<file path="config.mk">
export PLATFORM = sky130hd
export DESIGN_NAME = binary_to_roman_numeral_encoder_top
export DESIGN_NICKNAME = d
export VERILOG_FILES = /design/src/design/b2r_pkg.sv /design/src/design/binary_to_roman_numeral_encoder_top.sv /design/src/design/b2r_datapath.sv /design/src/design/b2r_ctrl.sv
export VERILOG_INCLUDE_DIRS = /design/src /design/src/design
export SDC_FILE = /design/constraint.sdc
export NUM_CORES = 1
export LEC_CHECK = 0
export ABC_AREA = 1
export BUFFER_PORTS_ARGS = -buffer_cell sky130_fd_sc_hd__buf_2
export CORE_MARGIN = 10
export CORE_UTILIZATION = 60
export CTS_CLUSTER_DIAMETER = 200
export DETAILED_ROUTE_END_ITERATION = 10
export PLACE_DENSITY = 0.85
export SLEW_MARGIN = 25
export SYNTH_ARGS = -nofsm -noshare
export SYNTH_HDL_FRONTEND = slang
export SYNTH_SLANG_ARGS = --single-unit
</file>
<file path="constraint.sdc">
create_clock -name clk_i -period 10 [get_ports clk_i]
set_input_delay 2.5 -clock clk_i [delete_from_list [all_inputs] [get_ports clk_i]]
set_output_delay 2.5 -clock clk_i [all_outputs]
set_load 0.05 [all_outputs]
</file>
<file path="src/design/binary_to_roman_numeral_encoder_top_defines.svh">
// ----------------------------------------------------------------------------
// Roman numeral encoder: assertion macros
// Shorthands for the concurrent checks in the encoder's datapath.
// ----------------------------------------------------------------------------
`ifndef BINARY_TO_ROMAN_NUMERAL_ENCODER_TOP_DEFINES_SVH
`define BINARY_TO_ROMAN_NUMERAL_ENCODER_TOP_DEFINES_SVH

// Checked on every rising clock edge while reset is released.
`define B2R_ASSERT(label, prop, msg) \
  label: assert property (@(posedge clk_i) disable iff (!rst_ni) prop) \
    else $error(msg);

// Checked on every rising clock edge, reset included.
`define B2R_ASSERT_ALWAYS(label, prop, msg) \
  label: assert property (@(posedge clk_i) prop) else $error(msg);

`endif

</file>
<file path="src/design/b2r_pkg.sv">
// ----------------------------------------------------------------------------
// Roman numeral encoder package
// Types, symbol codes and the numeral weight table shared by the encoder.
// ----------------------------------------------------------------------------
package b2r_pkg;

  localparam int unsigned VALUE_W   = 12;
  localparam int unsigned SYMBOL_W  = 8;
  localparam logic [VALUE_W-1:0] VALUE_MAX = 12'd3999;

  localparam int unsigned TBL_N     = 13;
  localparam int unsigned TBL_IDX_W = $clog2(TBL_N);

  localparam logic [SYMBOL_W-1:0] CH_M = 8'h4D;
  localparam logic [SYMBOL_W-1:0] CH_D = 8'h44;
  localparam logic [SYMBOL_W-1:0] CH_C = 8'h43;
  localparam logic [SYMBOL_W-1:0] CH_L = 8'h4C;
  localparam logic [SYMBOL_W-1:0] CH_X = 8'h58;
  localparam logic [SYMBOL_W-1:0] CH_V = 8'h56;
  localparam logic [SYMBOL_W-1:0] CH_I = 8'h49;

  typedef enum logic {
    ST_IDLE,
    ST_RUN
  } state_e;

  // Commands from the controller to the datapath.
  typedef struct packed {
    logic load;
    logic emit;
  } cmd_t;

  // Status from the datapath to the controller.
  typedef struct packed {
    logic zero;
    logic final_char;
  } sts_t;

  // One weight of the greedy numeral table. Subtractive pairs carry two symbols.
  typedef struct packed {
    logic [VALUE_W-1:0]  weight;
    logic [SYMBOL_W-1:0] first;
    logic [SYMBOL_W-1:0] second;
    logic                pair;
  } entry_t;

  // Table ordered by decreasing weight.
  function automatic entry_t tbl_entry(input logic [TBL_IDX_W-1:0] idx);
    entry_t e;
    unique case (idx)
      4'd0:    e = '{weight: 12'd1000, first: CH_M, second: CH_M, pair: 1'b0};
      4'd1:    e = '{weight: 12'd900,  first: CH_C, second: CH_M, pair: 1'b1};
      4'd2:    e = '{weight: 12'd500,  first: CH_D, second: CH_D, pair: 1'b0};
      4'd3:    e = '{weight: 12'd400,  first: CH_C, second: CH_D, pair: 1'b1};
      4'd4:    e = '{weight: 12'd100,  first: CH_C, second: CH_C, pair: 1'b0};
      4'd5:    e = '{weight: 12'd90,   first: CH_X, second: CH_C, pair: 1'b1};
      4'd6:    e = '{weight: 12'd50,   first: CH_L, second: CH_L, pair: 1'b0};
      4'd7:    e = '{weight: 12'd40,   first: CH_X, second: CH_L, pair: 1'b1};
      4'd8:    e = '{weight: 12'd10,   first: CH_X, second: CH_X, pair: 1'b0};
      4'd9:    e = '{weight: 12'd9,    first: CH_I, second: CH_X, pair: 1'b1};
      4'd10:   e = '{weight: 12'd5,    first: CH_V, second: CH_V, pair: 1'b0};
      4'd11:   e = '{weight: 12'd4,    first: CH_I, second: CH_V, pair: 1'b1};
      default: e = '{weight: 12'd1,    first: CH_I, second: CH_I, pair: 1'b0};
    endcase
    return e;
  endfunction

endpackage

</file>
<file path="src/design/binary_to_roman_numeral_encoder_top.sv">
// ----------------------------------------------------------------------------
// Binary to Roman numeral encoder
// Converts a 12-bit value to its Roman numeral, one ASCII character per beat.
// ----------------------------------------------------------------------------
// A value is taken when start is high and busy is low; values above 3999 are
// treated as 3999. Each character appears on symbol_o for one cycle with
// valid_o high, and last_o marks the final character; the receiver cannot
// stall, so it must take every beat as it comes. Busy stays high while the
// greedy subtract step produces exactly one character per cycle, and 3888
// gives the longest numeral; a value of zero gives no beat.
module binary_to_roman_numeral_encoder_top (
  input  logic                         clk_i,
  input  logic                         rst_ni,
  input  logic                         start,
  output logic                         busy,
  input  logic [b2r_pkg::VALUE_W-1:0]  value_i,
  output logic                         valid_o,
  output logic [b2r_pkg::SYMBOL_W-1:0] symbol_o,
  output logic                         last_o
);

  b2r_pkg::cmd_t cmd;
  b2r_pkg::sts_t sts;

  b2r_ctrl u_ctrl (
    .clk_i  (clk_i),
    .rst_ni (rst_ni),
    .start  (start),
    .busy   (busy),
    .cmd_o  (cmd),
    .sts_i  (sts)
  );

  b2r_datapath u_datapath (
    .clk_i    (clk_i),
    .rst_ni   (rst_ni),
    .cmd_i    (cmd),
    .sts_o    (sts),
    .value_i  (value_i),
    .valid_o  (valid_o),
    .symbol_o (symbol_o),
    .last_o   (last_o)
  );

endmodule

</file>
<file path="src/design/b2r_datapath.sv">
// ----------------------------------------------------------------------------
// Roman numeral encoder datapath
// Holds the remaining value, picks the largest table weight that fits and
// produces one numeral character per emit command.
// ----------------------------------------------------------------------------
`include "binary_to_roman_numeral_encoder_top_defines.svh"

module b2r_datapath (
  input  logic                         clk_i,
  input  logic                         rst_ni,
  input  b2r_pkg::cmd_t                cmd_i,
  output b2r_pkg::sts_t                sts_o,
  input  logic [b2r_pkg::VALUE_W-1:0]  value_i,
  output logic                         valid_o,
  output logic [b2r_pkg::SYMBOL_W-1:0] symbol_o,
  output logic                         last_o
);

  logic [b2r_pkg::VALUE_W-1:0]   rem_q, rem_d;
  logic                          half_q, half_d;
  logic                          valid_q;
  logic [b2r_pkg::SYMBOL_W-1:0]  symbol_q;
  logic                          last_q;

  logic [b2r_pkg::TBL_IDX_W-1:0] sel;
  b2r_pkg::entry_t               ent;
  logic [b2r_pkg::SYMBOL_W-1:0]  sym;
  logic [b2r_pkg::VALUE_W-1:0]   diff;
  logic                          pair_head;
  logic [b2r_pkg::VALUE_W-1:0]   clamped;

  // Largest weight not above the remainder; the scan runs downward so that the
  // lowest matching index, the largest weight, is kept.
  always_comb begin
    b2r_pkg::entry_t cand;
    sel = b2r_pkg::TBL_IDX_W'(b2r_pkg::TBL_N - 1);
    for (int k = b2r_pkg::TBL_N - 1; k >= 0; k--) begin
      cand = b2r_pkg::tbl_entry(b2r_pkg::TBL_IDX_W'(k));
      if (rem_q >= cand.weight) begin
        sel = b2r_pkg::TBL_IDX_W'(k);
      end
    end
  end

  always_comb begin
    ent       = b2r_pkg::tbl_entry(sel);
    pair_head = ent.pair && !half_q;
    sym       = (ent.pair && half_q) ? ent.second : ent.first;
    diff      = rem_q - ent.weight;
    clamped   = (value_i > b2r_pkg::VALUE_MAX) ? b2r_pkg::VALUE_MAX : value_i;

    sts_o.zero       = (rem_q == '0);
    sts_o.final_char = !pair_head && (diff == '0);

    rem_d  = rem_q;
    half_d = half_q;
    if (cmd_i.load) begin
      rem_d  = clamped;
      half_d = 1'b0;
    end else if (cmd_i.emit) begin
      // The first symbol of a subtractive pair leaves the remainder alone.
      if (pair_head) begin
        half_d = 1'b1;
      end else begin
        rem_d  = diff;
        half_d = 1'b0;
      end
    end
  end

  always_ff @(posedge clk_i or negedge rst_ni) begin
    if (!rst_ni) begin
      rem_q   <= '0;
      half_q  <= 1'b0;
      valid_q <= 1'b0;
    end else begin
      rem_q   <= rem_d;
      half_q  <= half_d;
      valid_q <= cmd_i.emit;
    end
  end

  always_ff @(posedge clk_i) begin
    if (cmd_i.emit) begin
      symbol_q <= sym;
      last_q   <= sts_o.final_char;
    end
  end

  assign valid_o  = valid_q;
  assign symbol_o = symbol_q;
  assign last_o   = last_q;

  `B2R_ASSERT(a_rem_in_range, rem_q <= b2r_pkg::VALUE_MAX, "remainder above range")
  `B2R_ASSERT(a_half_on_pair, half_q |-> ent.pair, "pair tail without a pair weight")
  `B2R_ASSERT(a_final_marks_last, cmd_i.emit && sts_o.final_char |=> valid_q && last_q,
              "final character not marked")
  `B2R_ASSERT(a_more_after_inner, valid_q && !last_q |-> rem_q != '0,
              "numeral ended without a last mark")

endmodule

</file>
<file path="src/design/b2r_ctrl.sv">
// ----------------------------------------------------------------------------
// Roman numeral encoder controller
// Accepts a value, then steps the datapath one character per cycle until the
// final character of the numeral has gone out; a zero value gives no character.
// ----------------------------------------------------------------------------
module b2r_ctrl (
  input  logic          clk_i,
  input  logic          rst_ni,
  input  logic          start,
  output logic          busy,
  output b2r_pkg::cmd_t cmd_o,
  input  b2r_pkg::sts_t sts_i
);

  b2r_pkg::state_e state_q, state_d;

  always_ff @(posedge clk_i or negedge rst_ni) begin
    if (!rst_ni) begin
      state_q <= b2r_pkg::ST_IDLE;
    end else begin
      state_q <= state_d;
    end
  end

  always_comb begin
    state_d    = state_q;
    cmd_o.load = 1'b0;
    cmd_o.emit = 1'b0;
    busy       = 1'b0;
    unique case (state_q)
      b2r_pkg::ST_IDLE: begin
        if (start) begin
          cmd_o.load = 1'b1;
          state_d    = b2r_pkg::ST_RUN;
        end
      end
      b2r_pkg::ST_RUN: begin
        busy = 1'b1;
        // A zero value has no characters at all.
        if (sts_i.zero) begin
          state_d = b2r_pkg::ST_IDLE;
        end else begin
          cmd_o.emit = 1'b1;
          if (sts_i.final_char) begin
            state_d = b2r_pkg::ST_IDLE;
          end
        end
      end
      default: begin
        state_d = b2r_pkg::ST_IDLE;
      end
    endcase
  end

endmodule
</file>
==> results.py, run 1 <==
metrics = {
    "die": {
        "rows": 22,
        "die_w_um": 82.5,
        "die_h_um": 82.5,
        "die-area_um2": 6810,
        "pin_count": 26,
        "initial_core_util_pct": 63.1,
        "core_um2": 3720,
    },
    "run": {
        "max_cap_viol_count": 0,
    },
    "sta": {
        "finalCritPeriodShare_pct": 45.1,
        "drv_slew": 0,
        "tightest_slew_ns": 0.883,
        "rsz0062_at_grt": "no",
        "setup_tns_ns": 0,
        "hold_violations": 0,
        "skew_ns": 0.00387,
        "finalCriticalPeriod_ns": 4.51,
        "timing.fmax_mhz": 222,
        "relSlewSlack_pct": 40.9,
        "fin_hold_ws_ns": 0.587,
        "setup_viol": 0,
    },
    "clock_tree": {
        "numCtsBuffers": 3,
        "post_cts_resized": 0,
        "cts_tree": "yes",
        "cts_setup_buffers": 0,
        "clkTransAtPathRegs_ns": 0.08,
        "cts_buffer_depth": 2,
        "hold_buffers": 0,
        "insertion_delay_ns": 0.26,
        "clock-sinks": 21,
        "h-tree-depth": 1,
        "cts-root-buf": "clkbuf_8",
    },
    "worst_setup_path": {
        "cp.required_ns": 10.08,
        "critical_path_arrival_ns": 4.60,
        "path_max_fanout": 8,
        "cp_cell_sequence": "nor2_2, inv_1, o21ai_0, nand3_1, inv_1, ha_1, nor2_1, inv_1, a21oi_1, inv_1, ha_1, nand3_1, nand3_1, xor2_1, nand2_1, nor2_1, nand3b_1, nor3_1, nand4_1, nor2_1",
        "path_class": "flip-flop to flip-flop",
        "critPathCaptureType": "flip-flop",
        "slowest_stage": "o21ai_0",
        "crit_top_cell": "inv_1",
        "max_stage_delay_ns": 0.47,
        "start_kind": "flip-flop",
    },
    "routing": {
        "drt_wl_total_um": 5940,
        "drtIter0Drc": 193,
        "avgRoutedWirePerCell_um": 13.9,
        "first_pass_iters": 5,
        "antenna_left": 0,
        "via_per_inst": 5.61,
        "vias": 2399,
        "drc": 0,
    },
    "logic_synthesis": {
        "avgSynthCellArea_um2": 6.46,
        "yosys_warnings": 0,
        "netlist_area_um2": 2340,
        "synth.distinct_cells": 35,
        "syn_inst": 363,
        "synth-seq-cells": 21,
        "async_reset_ff_share_pct": 71.4,
        "synth_ff_type": "dfrtp_1",
        "ys_seq_area_share_pct": 23.7,
        "synth_edf_count": 6,
    },
    "place": {
        "port_buffers": 22,
        "place_hpwl_um": 4840,
        "gp_congestion": 0.985,
    },
    "global_route": {
        "grt_pass1_wl_um": 9910,
        "overflow": 0,
        "antenna_found_initial": 0,
        "grt_start_max_net_pins": 22,
        "track_usage_pct": 17.9,
        "grt_pass1_vias": 2251,
    },
    "layout": {
        "num-fill-cells": 358,
        "syn2layout_area_growth_pct": 6.57,
        "diodes": 0,
        "final_core_util_pct": 67.2,
        "final_common_cell": "nand2_1",
        "mostFrequentLayoutCells": "nand2_1 (96), inv_1 (51), nand3_1 (41), nor2_1 (39), o21ai_0 (27)",
        "layout-drive-gt1-share_pct": 10.8,
        "nNetsFinal": 416,
    },
    "run_status": {
        "status": "finished, final reports clean",
    },
    "worst_hold_path": {
        "hold_class": "flip-flop to flip-flop",
    },
}
-- final timing paths --
check / from / end / slack (ns) / depth (start not counted)
max: u_datapath.rem_q[3] / u_datapath.last_o / 5.49 / 20
min: u_ctrl.state_q / u_ctrl.state_q / 0.59 / 2
max reg2reg: u_datapath.rem_q[3] / u_datapath.last_o / 5.49 / 20
min reg2reg: u_ctrl.state_q / u_ctrl.state_q / 0.59 / 2
max in group asynchronous: rst_ni / u_datapath.rem_q[1] / 7.61 / 1
min in group asynchronous: rst_ni / u_datapath.rem_q[4] / 2.14 / 1
-- worst max-delay path: cells and delay by family, from the launching register on --
family,cells,cell delay (ns)
AOI/OAI and AO/OA,2,0.72
xor gates and xnor gates,1,0.25
buffers and inverters,4,0.51
adders and majority gates,2,0.59
DFF,1,0.46
and+or+nand+nor,11,1.79
-- per-layer routing --
metal | up-vias | wire (um) | global-route usage (%)
li1 | 1207 | - | -
met3 | 10 | 350 | 3.67
met5 | - | 0 | 0
met4 | 0 | 76 | 2.84
met2 | 76 | 2860 | 31.6
met1 | 1106 | 2650 | 22.2
-- metrics by stage --
step / setup slack [ns] / instances / area [um2]
2_1_floorplan: 6.25 / 364 / 2350
3_3_place_gp: 5.45 / 424 / 2450
3_5_place_dp: 5.39 / 424 / 2450
4_1_cts: 5.50 / 428 / 2500
5_1_grt: 4.92 / 428 / 2500
6_report: 5.49 / 428 / 2500
-- sequential cells by signal (all words and copies together) (netlist names) --
name / flops
u_ctrl.state_q: 1
u_datapath.symbol_o: 5
u_datapath.half_q: 1
u_datapath.valid_o: 1
u_datapath.last_o: 1
u_datapath.rem_q: 12
-- layout make-up --
type	count	area, um2	share of cell area [%]
Clock buffer	3	41.3	1.65
Clock inverter	1	5.00	0.200
Inverter	51	191	7.67
Multi-Input combinational cell	282	1530	61.4
Sequential cell	21	556	22.2
Tap cell	48	60.1	2.40
Timing Repair Buffer	22	110	4.41
-- synthesized netlist by cell type (5+ instances only) --
library cell,number,area [um2]
nor2_1,39,146
nand3_1,41,205
edfxtp_1,6,180
nand4_1,5,31.3
o21ai_0,27,135
a21oi_1,12,60.1
xor2_1,5,43.8
dfrtp_1,15,375
ha_1,19,238
inv_1,51,191
nor3_1,5,25.0
nand2_1,96,360
-- cells by family after synthesis --
group	count (synthesis)	share of synthesized area (%)
AND/OR/NAND/NOR	201	39.0
adder cells (fa/ha/maj)	20	11.0
XOR/XNOR	8	2.99
other	2	0.320
flip-flops	21	23.7
buffers and inverters	61	11.0
AO/OA/AOI/OAI	50	12.0
Power of run 1 is not shown: default switching activity piles up to over one toggle a cycle in this logic, so the estimate is an artifact.
==> inputs of run 2 (changes only) <==
--- a/config.mk
+++ b/config.mk
@@ -9,10 +9,10 @@
 export ABC_AREA = 1
 export BUFFER_PORTS_ARGS = -buffer_cell sky130_fd_sc_hd__buf_2
 export CORE_MARGIN = 10
-export CORE_UTILIZATION = 60
+export CORE_UTILIZATION = 54
 export CTS_CLUSTER_DIAMETER = 200
 export DETAILED_ROUTE_END_ITERATION = 10
-export PLACE_DENSITY = 0.85
+export PLACE_DENSITY = 0.81
 export SLEW_MARGIN = 25
 export SYNTH_ARGS = -nofsm -noshare
 export SYNTH_HDL_FRONTEND = slang
==> constraint.sdc (replaced) <==
create_clock -name clk_i -period 3.7 [get_ports clk_i]
set_input_delay 0.925 -clock clk_i [delete_from_list [all_inputs] [get_ports clk_i]]
set_output_delay 0.925 -clock clk_i [all_outputs]
set_load 0.05 [all_outputs]
==> run 2 against run 1 <==
Effect of this change:
- via count grew 12%
- core utilization grew 10 points
- largest cell class unchanged
- fmax grew 25%
- clock skew is essentially flat
- register-to-register slack lost 5.4 ns
==> results.py, run 2 (synthesized netlist as in run 1, its figures left out) <==
metrics = {
    "global_route": {
        "grt_pass1_wl_um": 11300,
        "antenna_found_initial": 0,
        "grt_pass1_vias": 2412,
        "grt_start_max_net_pins": 19,
        "overflow": 0,
        "track_usage_pct": 18.4,
    },
    "worst_setup_path": {
        "slowest_stage": "fa_2",
        "max_stage_delay_ns": 0.55,
        "path_max_fanout": 5,
        "cp_num_cells": 21,
        "r2r_start": "u_datapath.rem_q[3]",
        "crit_top_cell": "nand2_1",
        "critPathCaptureType": "flip-flop",
        "crit_start": "u_datapath.rem_q[3]",
        "cp_cell_sequence": "nor2_4, inv_1, o21ai_0, and3_1, nand2_1, nand2_1, nand2_2, nand2_4, nand2_4, ha_4, a21oi_1, ha_2, fa_2, nand2_1, nor2_1, nand2_1, nor2_1, nand3b_1, nor3_2, nand4_1, nor2_1",
        "cp-endpoint": "u_datapath.last_o",
        "path_buf_inv": 1,
        "cp.required_ns": 3.83,
        "path_class": "flip-flop to flip-flop",
        "crit_family": "simple AND/OR/NAND/NOR gates",
        "rr_endpoint": "u_datapath.last_o",
        "r2r_slack_ns": 0.08,
        "critical_path_arrival_ns": 3.75,
        "ff2ff_path_depth": 21,
        "start_kind": "flip-flop",
    },
    "run_status": {
        "status": "finished, final reports clean",
    },
    "sta": {
        "skew_ns": 0.00390,
        "setup_viol": 0,
        "tightest_slew_ns": 0.525,
        "hold_violations": 0,
        "finalCritPeriodShare_pct": 97.8,
        "setup_tns_ns": 0,
        "relSlewSlack_pct": 64.9,
        "timing.fmax_mhz": 276,
        "drv_slew": 0,
        "finalCriticalPeriod_ns": 3.62,
    },
    "clock_tree": {
        "insertion_delay_ns": 0.26,
        "clkTransAtPathRegs_ns": 0.08,
        "cts_buffer_depth": 2,
        "cts-root-buf": "clkbuf_8",
        "hold_buffers": 0,
        "h-tree-depth": 1,
        "clock-sinks": 21,
        "cts_tree": "yes",
        "numCtsBuffers": 3,
    },
    "routing": {
        "vias": 2685,
        "via_per_inst": 5.71,
        "antenna_left": 0,
        "drtIter0Drc": 218,
        "drc": 0,
        "first_pass_iters": 5,
        "avgRoutedWirePerCell_um": 16.3,
        "drt_wl_total_um": 7670,
    },
    "place": {
        "port_buffers": 22,
        "place_hpwl_um": 5490,
        "gp_congestion": 0.932,
    },
    "worst_hold_path": {
        "hold_class": "primary input to async pin",
    },
    "layout": {
        "syn2layout_area_growth_pct": 35.2,
        "nNetsFinal": 456,
        "mostFrequentLayoutCells": "nand2_1 (83), inv_1 (47), buf_4 (37), nand3_1 (35), nor2_1 (30)",
        "layout-drive-gt1-share_pct": 34.5,
        "regMostFlops": "u_datapath.rem_q",
        "diodes": 0,
        "largest_register_ffs": 12,
        "final_common_cell": "nand2_1",
    },
    "die": {
        "die-area_um2": 7370,
        "die_h_um": 85.9,
        "core_um2": 4090,
        "initial_core_util_pct": 57.3,
        "rows": 23,
        "die_w_um": 85.9,
        "pin_count": 26,
    },
    "run": {
        "max_cap_viol_count": 0,
    },
}
[run 2: cell count changes in the layout (fill, tap and decap cells not counted), sizes merged]
cell	delta
buf	+40
clkbuf	+1
clkinv	-1
[run 2: cell type report]
cell class,count,area [um2]
multi-input cells,282,1890
fillers,312,917
flip-flops and latches,21,563
repair buffers,62,422
inverters,51,191
well taps,50,62.6
clock buffers,4,45.0
[run 2: how the worst min path moves through the flow]
| stage | startpoint | to |
|---|---|---|
| after detailed placement | u_datapath.rem_q[0] | u_datapath.rem_q[0] |
| after CTS | u_datapath.rem_q[0] | u_datapath.rem_q[0] |
| final | rst_ni | u_datapath.rem_q[11] |
| after floorplan | u_datapath.rem_q[0] | u_datapath.rem_q[0] |
| after global placement | u_datapath.rem_q[0] | u_datapath.rem_q[0] |
| after global routing | rst_ni | u_datapath.valid_o |
[run 2: per-stage QoR]
step           setup WS [ns]  std cells  util (%)  hold slack, ns  cell area, um2
6_report              0.0797        470      77.6           0.570            3170
5_1_grt               -0.146        470      77.6           0.584            3170
4_1_cts              0.00930        458      66.8           0.536            2730
3_5_place_dp         -0.0940        454      65.2           0.520            2660
3_3_place_gp        0.000510        454      65.2           0.514            2660
2_1_floorplan         0.0967        364         -           0.491            2350
[run 2: per-layer routing]
metal  part of all wire (%)  track usage, %
met5                      0               0
met4                    2.9            4.64
met3                    5.8            3.12
met2                     50            32.0
met1                     42            22.6
[run 2: repair_timing]
item | 4_1_cts | 5_1_grt
setup buffers | 0 | 12
resized for setup | 5 | 88
pin swaps | 0 | 33
setup endpoints to repair | 4 | 11
cloned | 0 | 0
[run 2: worst reg2reg max path: cells and delay by family, from the launching register on]
kind,cells,cell delay [ns]
adder cells (fa/ha/maj),3,1.09
AO/OA/AOI/OAI,2,0.26
buffers and inverters,1,0.09
AND/OR/NAND/NOR,15,1.58
flip-flops,1,0.46
Power of run 2 is left out for the same reason.
